File: src/rtl/c3lf_pkg.sv
// Shared widths, register indexes and types of the 3x3 line filter.
`default_nettype none

package c3lf_pkg;

  // Field and datapath widths
  localparam int PIX_W   = 8;
  localparam int TAP_W   = 8;
  localparam int COL_W   = 3 * PIX_W;
  localparam int TAPS_W  = 3 * TAP_W;
  localparam int ACC_W   = 20;
  localparam int CFG_IDX_W = 2;

  // Right shift applied to the accumulated sum before clamping
  localparam int OUT_SHIFT = 4;

  // Largest output pixel value
  localparam logic [PIX_W-1:0] PIX_MAX = '1;

  // Configuration register indexes
  typedef enum logic [CFG_IDX_W-1:0] {
    REG_TAPS_TOP = 2'd0,
    REG_TAPS_MID = 2'd1,
    REG_TAPS_BOT = 2'd2
  } cfg_reg_t;

  // One pending filter job: left, center and right columns plus end mark
  typedef struct packed {
    logic [COL_W-1:0] col_l;
    logic [COL_W-1:0] col_c;
    logic [COL_W-1:0] col_r;
    logic             line_end;
  } job_t;

endpackage

`default_nettype wire

File: src/rtl/conv3x3_line_filter_unit.sv
// 3x3 line filter over a column stream with replicated left and right borders.
`default_nettype none

// Each transfer on the slave side carries one image column (three pixels of
// adjacent lines). The unit keeps the two previous columns and emits one
// filtered pixel per column, one column late; the last column of a line emits
// a second pixel with m_tlast set, and a column with the first flag restarts
// the window, dropping any column still pending. The nine 8x8 products, the
// sum, the floor shift and the clamp sit in one stage between the job
// register and the output register. A column is taken every clock while the
// output is not stalled; a column that closes a line (and is not the only
// column) yields two results, which leave through the single output register
// one after the other and hold off the next column. The user must write taps
// through the cfg port only while the unit is idle; the unit itself does not
// enforce this.
module conv3x3_line_filter_unit #(
  parameter int OUT_SHIFT = c3lf_pkg::OUT_SHIFT
) (
  input  wire logic                           clk,
  input  wire logic                           rst,
  // column stream
  input  wire logic                           s_tvalid,
  output logic                                s_tready,
  input  wire logic [c3lf_pkg::COL_W-1:0]     s_tdata,  // pixel_top, pixel_mid, pixel_bot
  input  wire logic                           s_tuser,  // first_col
  input  wire logic                           s_tlast,  // last_col
  // filtered pixel stream
  output logic                                m_tvalid,
  input  wire logic                           m_tready,
  output logic [c3lf_pkg::PIX_W-1:0]          m_tdata,  // pixel_out
  output logic                                m_tlast,  // line_end
  // tap configuration
  input  wire logic                           cfg_we,
  input  wire logic [c3lf_pkg::CFG_IDX_W-1:0] cfg_idx,
  input  wire logic [c3lf_pkg::TAPS_W-1:0]    cfg_data
);

  localparam int PW = c3lf_pkg::PIX_W;
  localparam int AW = c3lf_pkg::ACC_W;

  // Multiply-accumulate one line: three pixels against three signed taps
  function automatic logic signed [AW-1:0] row_mac(
    input logic [c3lf_pkg::TAPS_W-1:0] taps,
    input logic [PW-1:0]               pa,
    input logic [PW-1:0]               pb,
    input logic [PW-1:0]               pc
  );
    logic signed [AW-1:0] ea, eb, ec;
    logic signed [AW-1:0] ta, tb, tc;
    logic signed [AW-1:0] sum;
    ea  = $signed({{(AW-PW){1'b0}}, pa});
    eb  = $signed({{(AW-PW){1'b0}}, pb});
    ec  = $signed({{(AW-PW){1'b0}}, pc});
    ta  = $signed({{(AW-c3lf_pkg::TAP_W){taps[7]}},  taps[7:0]});
    tb  = $signed({{(AW-c3lf_pkg::TAP_W){taps[15]}}, taps[15:8]});
    tc  = $signed({{(AW-c3lf_pkg::TAP_W){taps[23]}}, taps[23:16]});
    sum = ea * ta + eb * tb + ec * tc;
    return sum;
  endfunction

  // Tap registers
  logic [c3lf_pkg::TAPS_W-1:0] taps_top, taps_mid, taps_bot;

  // Column window state
  logic [c3lf_pkg::COL_W-1:0] left_col, center_col;
  logic                       have_center;

  // Job register (up to two jobs from one column) and output register
  c3lf_pkg::job_t jobs [2];
  logic [1:0]     job_cnt;
  logic [1:0]     job_cnt_next;
  logic           out_valid;
  logic [PW-1:0]  out_pix;
  logic           out_end;

  logic           accept, out_adv, drain, start;
  logic [c3lf_pkg::COL_W-1:0] next_left;
  c3lf_pkg::job_t job_a, job_b;
  logic [1:0]     new_jobs;

  logic signed [AW-1:0] acc_sum, acc_shr;
  logic [PW-1:0]        filt_pix;

  // Handshake: take a column once the job register will be empty
  assign out_adv  = !out_valid || m_tready;
  assign drain    = (job_cnt != 2'd0) && out_adv;
  assign s_tready = (job_cnt == 2'd0) || ((job_cnt == 2'd1) && out_adv);
  assign accept   = s_tvalid && s_tready;

  // Build the jobs a column produces
  assign start     = s_tuser || !have_center;
  assign next_left = start ? s_tdata : center_col;
  assign job_a     = '{col_l: left_col, col_c: center_col, col_r: s_tdata, line_end: 1'b0};
  assign job_b     = '{col_l: next_left, col_c: s_tdata, col_r: s_tdata, line_end: 1'b1};
  assign new_jobs  = {!start && s_tlast, (!start) ^ s_tlast};

  always_comb begin
    job_cnt_next = job_cnt;
    if (drain) begin
      job_cnt_next = job_cnt - 2'd1;
    end
    if (accept) begin
      job_cnt_next = new_jobs;
    end
  end

  // Filter the head job: nine products, floor shift, clamp
  assign acc_sum = row_mac(taps_top, jobs[0].col_l[7:0], jobs[0].col_c[7:0],
                           jobs[0].col_r[7:0])
                 + row_mac(taps_mid, jobs[0].col_l[15:8], jobs[0].col_c[15:8],
                           jobs[0].col_r[15:8])
                 + row_mac(taps_bot, jobs[0].col_l[23:16], jobs[0].col_c[23:16],
                           jobs[0].col_r[23:16]);
  assign acc_shr = acc_sum >>> OUT_SHIFT;

  always_comb begin
    if (acc_shr < 0) begin
      filt_pix = '0;
    end else if (acc_shr > $signed({{(AW-PW){1'b0}}, c3lf_pkg::PIX_MAX})) begin
      filt_pix = c3lf_pkg::PIX_MAX;
    end else begin
      filt_pix = acc_shr[PW-1:0];
    end
  end

  // Write tap registers
  always_ff @(posedge clk) begin
    if (rst) begin
      taps_top <= '0;
      taps_mid <= '0;
      taps_bot <= '0;
    end else if (cfg_we) begin
      case (c3lf_pkg::cfg_reg_t'(cfg_idx))
        c3lf_pkg::REG_TAPS_TOP: taps_top <= cfg_data;
        c3lf_pkg::REG_TAPS_MID: taps_mid <= cfg_data;
        c3lf_pkg::REG_TAPS_BOT: taps_bot <= cfg_data;
        default: ;
      endcase
    end
  end

  // Advance the column window on each input transfer
  always_ff @(posedge clk) begin
    if (rst) begin
      left_col    <= '0;
      center_col  <= '0;
      have_center <= 1'b0;
    end else if (accept) begin
      left_col    <= next_left;
      center_col  <= s_tdata;
      have_center <= !s_tlast;
    end
  end

  // Control of job and output registers
  always_ff @(posedge clk) begin
    if (rst) begin
      job_cnt   <= 2'd0;
      out_valid <= 1'b0;
    end else begin
      job_cnt <= job_cnt_next;
      if (out_adv) begin
        out_valid <= drain;
      end
    end
  end

  // Load or shift job slots
  always_ff @(posedge clk) begin
    if (accept) begin
      if (!start) begin
        jobs[0] <= job_a;
        jobs[1] <= job_b;
      end else begin
        jobs[0] <= job_b;
      end
    end else if (drain) begin
      jobs[0] <= jobs[1];
    end
  end

  // Hold result until its transfer
  always_ff @(posedge clk) begin
    if (drain) begin
      out_pix <= filt_pix;
      out_end <= jobs[0].line_end;
    end
  end

  assign m_tvalid = out_valid;
  assign m_tdata  = out_pix;
  assign m_tlast  = out_end;

  // A full job register must block the column stream
  a_full_blocks: assert property (@(posedge clk) disable iff (rst)
    (job_cnt == 2'd2) |-> !s_tready)
    else $error("column taken while two jobs pending");

  // An interior last column queues two jobs
  a_last_two_jobs: assert property (@(posedge clk) disable iff (rst)
    (accept && s_tlast && !start) |=> (job_cnt == 2'd2))
    else $error("last column did not queue two jobs");

  // A line end leaves nothing pending
  a_last_clears: assert property (@(posedge clk) disable iff (rst)
    (accept && s_tlast) |=> !have_center)
    else $error("column still pending after line end");

  // A column that opens a line without closing it yields no job
  a_first_no_job: assert property (@(posedge clk) disable iff (rst)
    (accept && start && !s_tlast) |=> (job_cnt == 2'd0))
    else $error("first column produced a job");

endmodule

`default_nettype wire

File: config.mk
export PLATFORM = sky130hd
export DESIGN_NAME = conv3x3_line_filter_unit
export DESIGN_NICKNAME = d
export VERILOG_FILES = /design/src/rtl/c3lf_pkg.sv /design/src/rtl/conv3x3_line_filter_unit.sv
export SDC_FILE = /design/constraint.sdc
export NUM_CORES = 2
export LEC_CHECK = 0
export BUFFER_PORTS_ARGS = -buffer_cell sky130_fd_sc_hd__buf_4
export CAP_MARGIN = 20
export CORE_MARGIN = 2
export CORE_UTILIZATION = 65
export DETAILED_ROUTE_END_ITERATION = 10
export GPL_ROUTABILITY_DRIVEN = 0
export HOLD_SLACK_MARGIN = 0.12
export PLACE_DENSITY_LB_ADDON = 0.3
export SLEW_MARGIN = 20
export SYNTH_ARGS = -nofsm -noshare
export SYNTH_HDL_FRONTEND = slang
export SYNTH_SLANG_ARGS = --single-unit
File: constraint.sdc
create_clock -name clk -period 8.8 [get_ports clk]
set_input_delay 1.32 -clock clk [delete_from_list [all_inputs] [get_ports clk]]
set_output_delay 1.32 -clock clk [all_outputs]
set_load 0.02 [all_outputs]
# Word level (Yosys, flattened, before mapping)
# Memory sizes are Yosys's and may differ from the RTL's.
# Index checks and enable logic that the tools add are counted.
# totals
out_inout_bits	11
ramBits	146
wordCells	70
ff_bits	133
latchBits	0
n_memories	1
mem_bits_ro	0
in_bits	57
# memory_table
name	depth	width	rd	rd_clocked_by_memory_dff	wr	line	text
jobs	2	73	2	0	2	conv3x3_line_filter_unit.sv:69	c3lf_pkg::job_t jobs [2];
# classes
n_addsub	9
n_div	0
eq_ne	3
magnitude_cmp	2
reduce_logical	18
shifts	0
n_bitwise	3
mux	15
mul	9
# ops
cell	count
9-bit by 8-bit multiplier with 17-bit output	9
73-bit 2-to-1 mux	2
18-bit by 17-bit adder with 19-bit output	3
17-bit by 17-bit adder with 18-bit output	3
24-bit 2-to-1 mux	1
19-bit by 19-bit adder with 20-bit output	1
20-bit by 19-bit adder with 20-bit output	1
16-bit by 9-bit greater-than comparator with 1-bit output (second input constant)	1
16-bit by 1-bit < comparator with 1-bit output (second input constant)	1
1-bit 2-to-1 mux	9
8-bit 2-to-1 mux	1
2-bit AND reduction	3
2-bit by 1-bit equality test with 1-bit output (second input constant)	2
1-bit logical AND	4
1-bit zero test	4
2-bit zero test	2
2-bit 2-to-1 mux	2
2-bit nonzero test	2
1-bit logical OR	3
2-bit equality test (second input constant)	1
1-bit bitwise OR	2
2-bit by 1-bit subtractor with 2-bit output (second input constant)	1
1-bit XOR	1

# Longest topological paths before layout
# logic_depth
word_depth	9
mapped_depth	28
ltp_nobuf	27

# Worst setup path before layout
# OpenSTA, ideal clock, no wires.
# synth_path
path_type	reg2reg
start	memory jobs[0][70] in the netlist's numbering
end	register out_pix[1] (netlist: m_tdata[1]), data pin
synth_period_minus_slack_ns	7.760
setup_ns	0.279
t_required_ns	8.521
slack_ns	1.040
stages_incl_launch_ff	26
arrival_ns	7.481
path_cell_list	edfxtp_1 -> and2_1 -> fa_1 -> inv_1 -> fa_1 -> inv_1 -> fa_1 -> fa_1 -> fa_1 -> inv_1 -> fa_1 -> inv_1 -> fa_1 -> fa_1 -> fa_1 -> inv_1 -> fa_1 -> inv_1 -> ha_1 -> buf_6 -> a211oi_1 -> nor2_1 -> o41a_1 -> mux2i_1 -> nor4_4 -> a31oi_1
# synth_lines
element	line	text
from (decl)	conv3x3_line_filter_unit.sv:69	
to (signal assigned)	conv3x3_line_filter_unit.sv:185	out_pix <= filt_pix;
to (decl)	conv3x3_line_filter_unit.sv:73	logic [PW-1:0] out_pix;

==> flow_summary.ini <==
[cts]
htreeDepth = 1
cts_sinks = 254
numCtsBuffers = 28
path_clk_slew_ps = 70
insertion_delay_ps = 600
clk_path_buf_depth = 3
clockRootBuffer = clkbuf_16
cts_tree = yes

[floorplan]
start_util = 0.659
die-area_mm2 = 0.0503
coreArea_mm2 = 0.0478
io_pins = 68
row_count = 80
die_h_um = 224
die_w_um = 224

[synthesis]
synth_cell_type_count = 55
syn_inst = 3326
yosys_warnings = 0
async_flop_share = 0
synth-simple-area-share = 0.164
yosysSeqAreaShare = 0.203
syn-num-nets = 4244
synth_area_leaders = fa_1, edfxtp_1, ha_1
synth-compound-area-share = 0.0425
ys.flop_type = edfxtp_1
synthAdderAreaFrac = 0.477
synthMuxAreaShare = 0.00667
synth_largest_area_cell = fa_1
synth_xor_xnor_area_share = 0.00667
yosysTopAreaCellShare = 0.361
ys_ff_latch = 254
synth_top_family_by_area = adder cells
synth_edf_count = 130
syn_area_mm2 = 0.0315
syn_avg_cell_area_um2 = 9.48

[pwr]
p_leak_uw = 0.0169
p_clk_frac = 0.127
p_int_uw = 4690
pwr_density_cell_mw_per_mm2 = 284
power_frac_seq = 0.238
p_total_uw = 9550
vdd_drop_max_mv = 0.754
p_comb_frac = 0.634
p_sw_uw = 4860
swShare = 0.509

[global_routing]
gr-total-overflow = 0
grt_pass1_wl_um = 137000
antenna_found_initial = 3
grt_pass1_vias = 24800
grt_max_degree = 77
grtUsageTotal = 0.361

[drt]
wl_per_cell_um = 21.8
vias = 23100
routed_via_density = 5.78
initialDrtViolationCount = 2701
finalWirelength_um = 86900
first_pass_iters = 6
postRouteAntennaNets = 0
drc = 0

[sta]
skew_ps = 31.6
fin_crit_ps = 8450
min_period_over_period = 0.961
rsz0062_at_grt = no
finalWorstSetupSlack_ps = 347
slew_headroom = 0.206
drv_slew = 0
fin_hold_ws_ps = 447
tightest_slew_ps = 1180
fin_tns_setup_ps = 0
finalSetupViolations = 0
finalHoldViolCount = 0
max_freq_ghz = 0.118

[setup_path]
worst_path_max_delay_cell = fa_1
crit_arrival_ps = 8770
endpoint_kind = flip-flop
cp_max_fo = 10
required_ps = 9120
start_kind = flip-flop
cpPeakStageDelay_ps = 580
worstRegToRegCells = 25
cpMostUsedCell = fa_1
worstSetupPathType = flip-flop to flip-flop

[cells_and_area]
final_net_count = 4274
finish.instance_area_mm2 = 0.0336
area_growth_pct = 6.53
drive_gt1_frac = 0.0450

[outcome]
status = completed

[hold_path]
hold_depth = 0
hp-class = flip-flop to flip-flop

[place]
pre_cts_slack_ps = 383
dp_hpwl_um = 71900
dpl_cell_area_mm2 = 0.0326
io_buffers = 67

[run]
drv_cap = 0
[path summary, 6_finish.rpt]
check,start,endpoint,slack (ps)
worst max-delay path,jobs[0][8],m_tdata[0],350
worst min-delay path,jobs[0][0],m_tlast,450
worst max register to register,jobs[0][8],m_tdata[0],350
worst min register to register,jobs[0][0],m_tlast,450
[what timing repair did]
item                                    in CTS  in global routing
hold endpoints to repair                     0                  0
hold buffers                                 0                  0
gates resized for setup                      0                  0
endpoints found under the setup margin       0                  6
buffers inserted                             0                  1
[flip-flops by register name, summed over array words and instances (netlist names)]
| signal | cells |
|---|---|
| job_cnt | 2 |
| taps_mid | 24 |
| m_tvalid | 1 |
| m_tdata | 8 |
| taps_top | 24 |
| center_col | 24 |
| left_col | 24 |
| have_center | 1 |
| taps_bot | 24 |
| jobs | 121 |
| m_tlast | 1 |
[critical path, delay by kind of cell (launching register included)]
family                   cells  cell delay [ps]
AO/OA/AOI/OAI                3              840
adder cells (fa/ha/maj)     11             5490
buffers and inverters        7              550
AND/OR/NAND/NOR              3              610
flip-flops                   1              530
multiplexers                 1              160
[synthesized netlist by cell type (33+ instances only)]
cell      count
inv_1       745
nand2_1     589
fa_1        568
and2_1      336
ha_1        293
a21oi_1     143
edfxtp_1    130
dfxtp_1     124
nor2_1       83
clkbuf_1     73
o21ai_0      39
nor2b_1      33
[power groups by stage]
stage / Sequential [µW] / Clock, µW / Combinational [µW]
3_5_place_dp: 2250 / 0 / 5880
6_report: 2280 / 1220 / 6060
2_1_floorplan: 1990 / 0 / 4490
4_1_cts: 2230 / 1220 / 5950
3_3_place_gp: 2230 / 0 / 5700
5_1_grt: 2300 / 1270 / 6690
[cells in the final DEF, fill, tap and decap left out, types with 6 or more instances in the layout]
cell type | synthesis | final
nand2b_1 | 24 | 24
nand2_1 | 589 | 587
buf_4 | 0 | 87
mux2i_1 | 21 | 21
a31oi_1 | 10 | 10
o22ai_1 | 20 | 20
nand3_1 | 7 | 6
xnor2_1 | 19 | 19
dfxtp_1 | 124 | 124
edfxtp_1 | 130 | 130
and2_1 | 336 | 335
ha_1 | 293 | 293
inv_1 | 745 | 745
nor2_1 | 83 | 80
a21oi_1 | 143 | 143
clkbuf_16 | 0 | 32
fa_1 | 568 | 568
nor2b_1 | 33 | 33
clkbuf_1 | 73 | 8
o21ai_0 | 39 | 38
[layout make-up]
type	instances	area, µm²
diodes	1	2.50
flip-flops and latches	254	6390
fillers	3506	14300
multi-input cells	2238	22000
repair buffers	88	668
inverters	746	2800
clock inverters	9	71.3
clock buffers	43	872
well taps	615	769
[per-stage QoR]
stage / instances / utilization
floorplan: 3326 / -
global placement: 3939 / 0.682
detailed placement: 3940 / 0.682
CTS: 3992 / 0.702
global route: 3993 / 0.702
finish: 3994 / 0.702
[cell families (layout without fill, tap and decap cells)]
family | count (synthesis) | after routing
adder cells (fa/ha/maj) | 861 | 861
other | 0 | 1
AO/OA/AOI/OAI | 241 | 241
AND/OR/NAND/NOR | 1091 | 1091
multiplexers | 21 | 21
flip-flops | 254 | 254
buffers and inverters | 834 | 886
XOR/XNOR | 24 | 24
[metal layers]
metal | part of all wire | track usage | up-vias
met3 | 0.11 | 0.0792 | 277
met2 | 0.46 | 0.576 | 1277
li1 | - | - | 10000
met5 | 0 | 0 | -
met1 | 0.37 | 0.473 | 11500
met4 | 0.062 | 0.177 | 0
No activity file was read; power rests on OpenSTA's default activity.
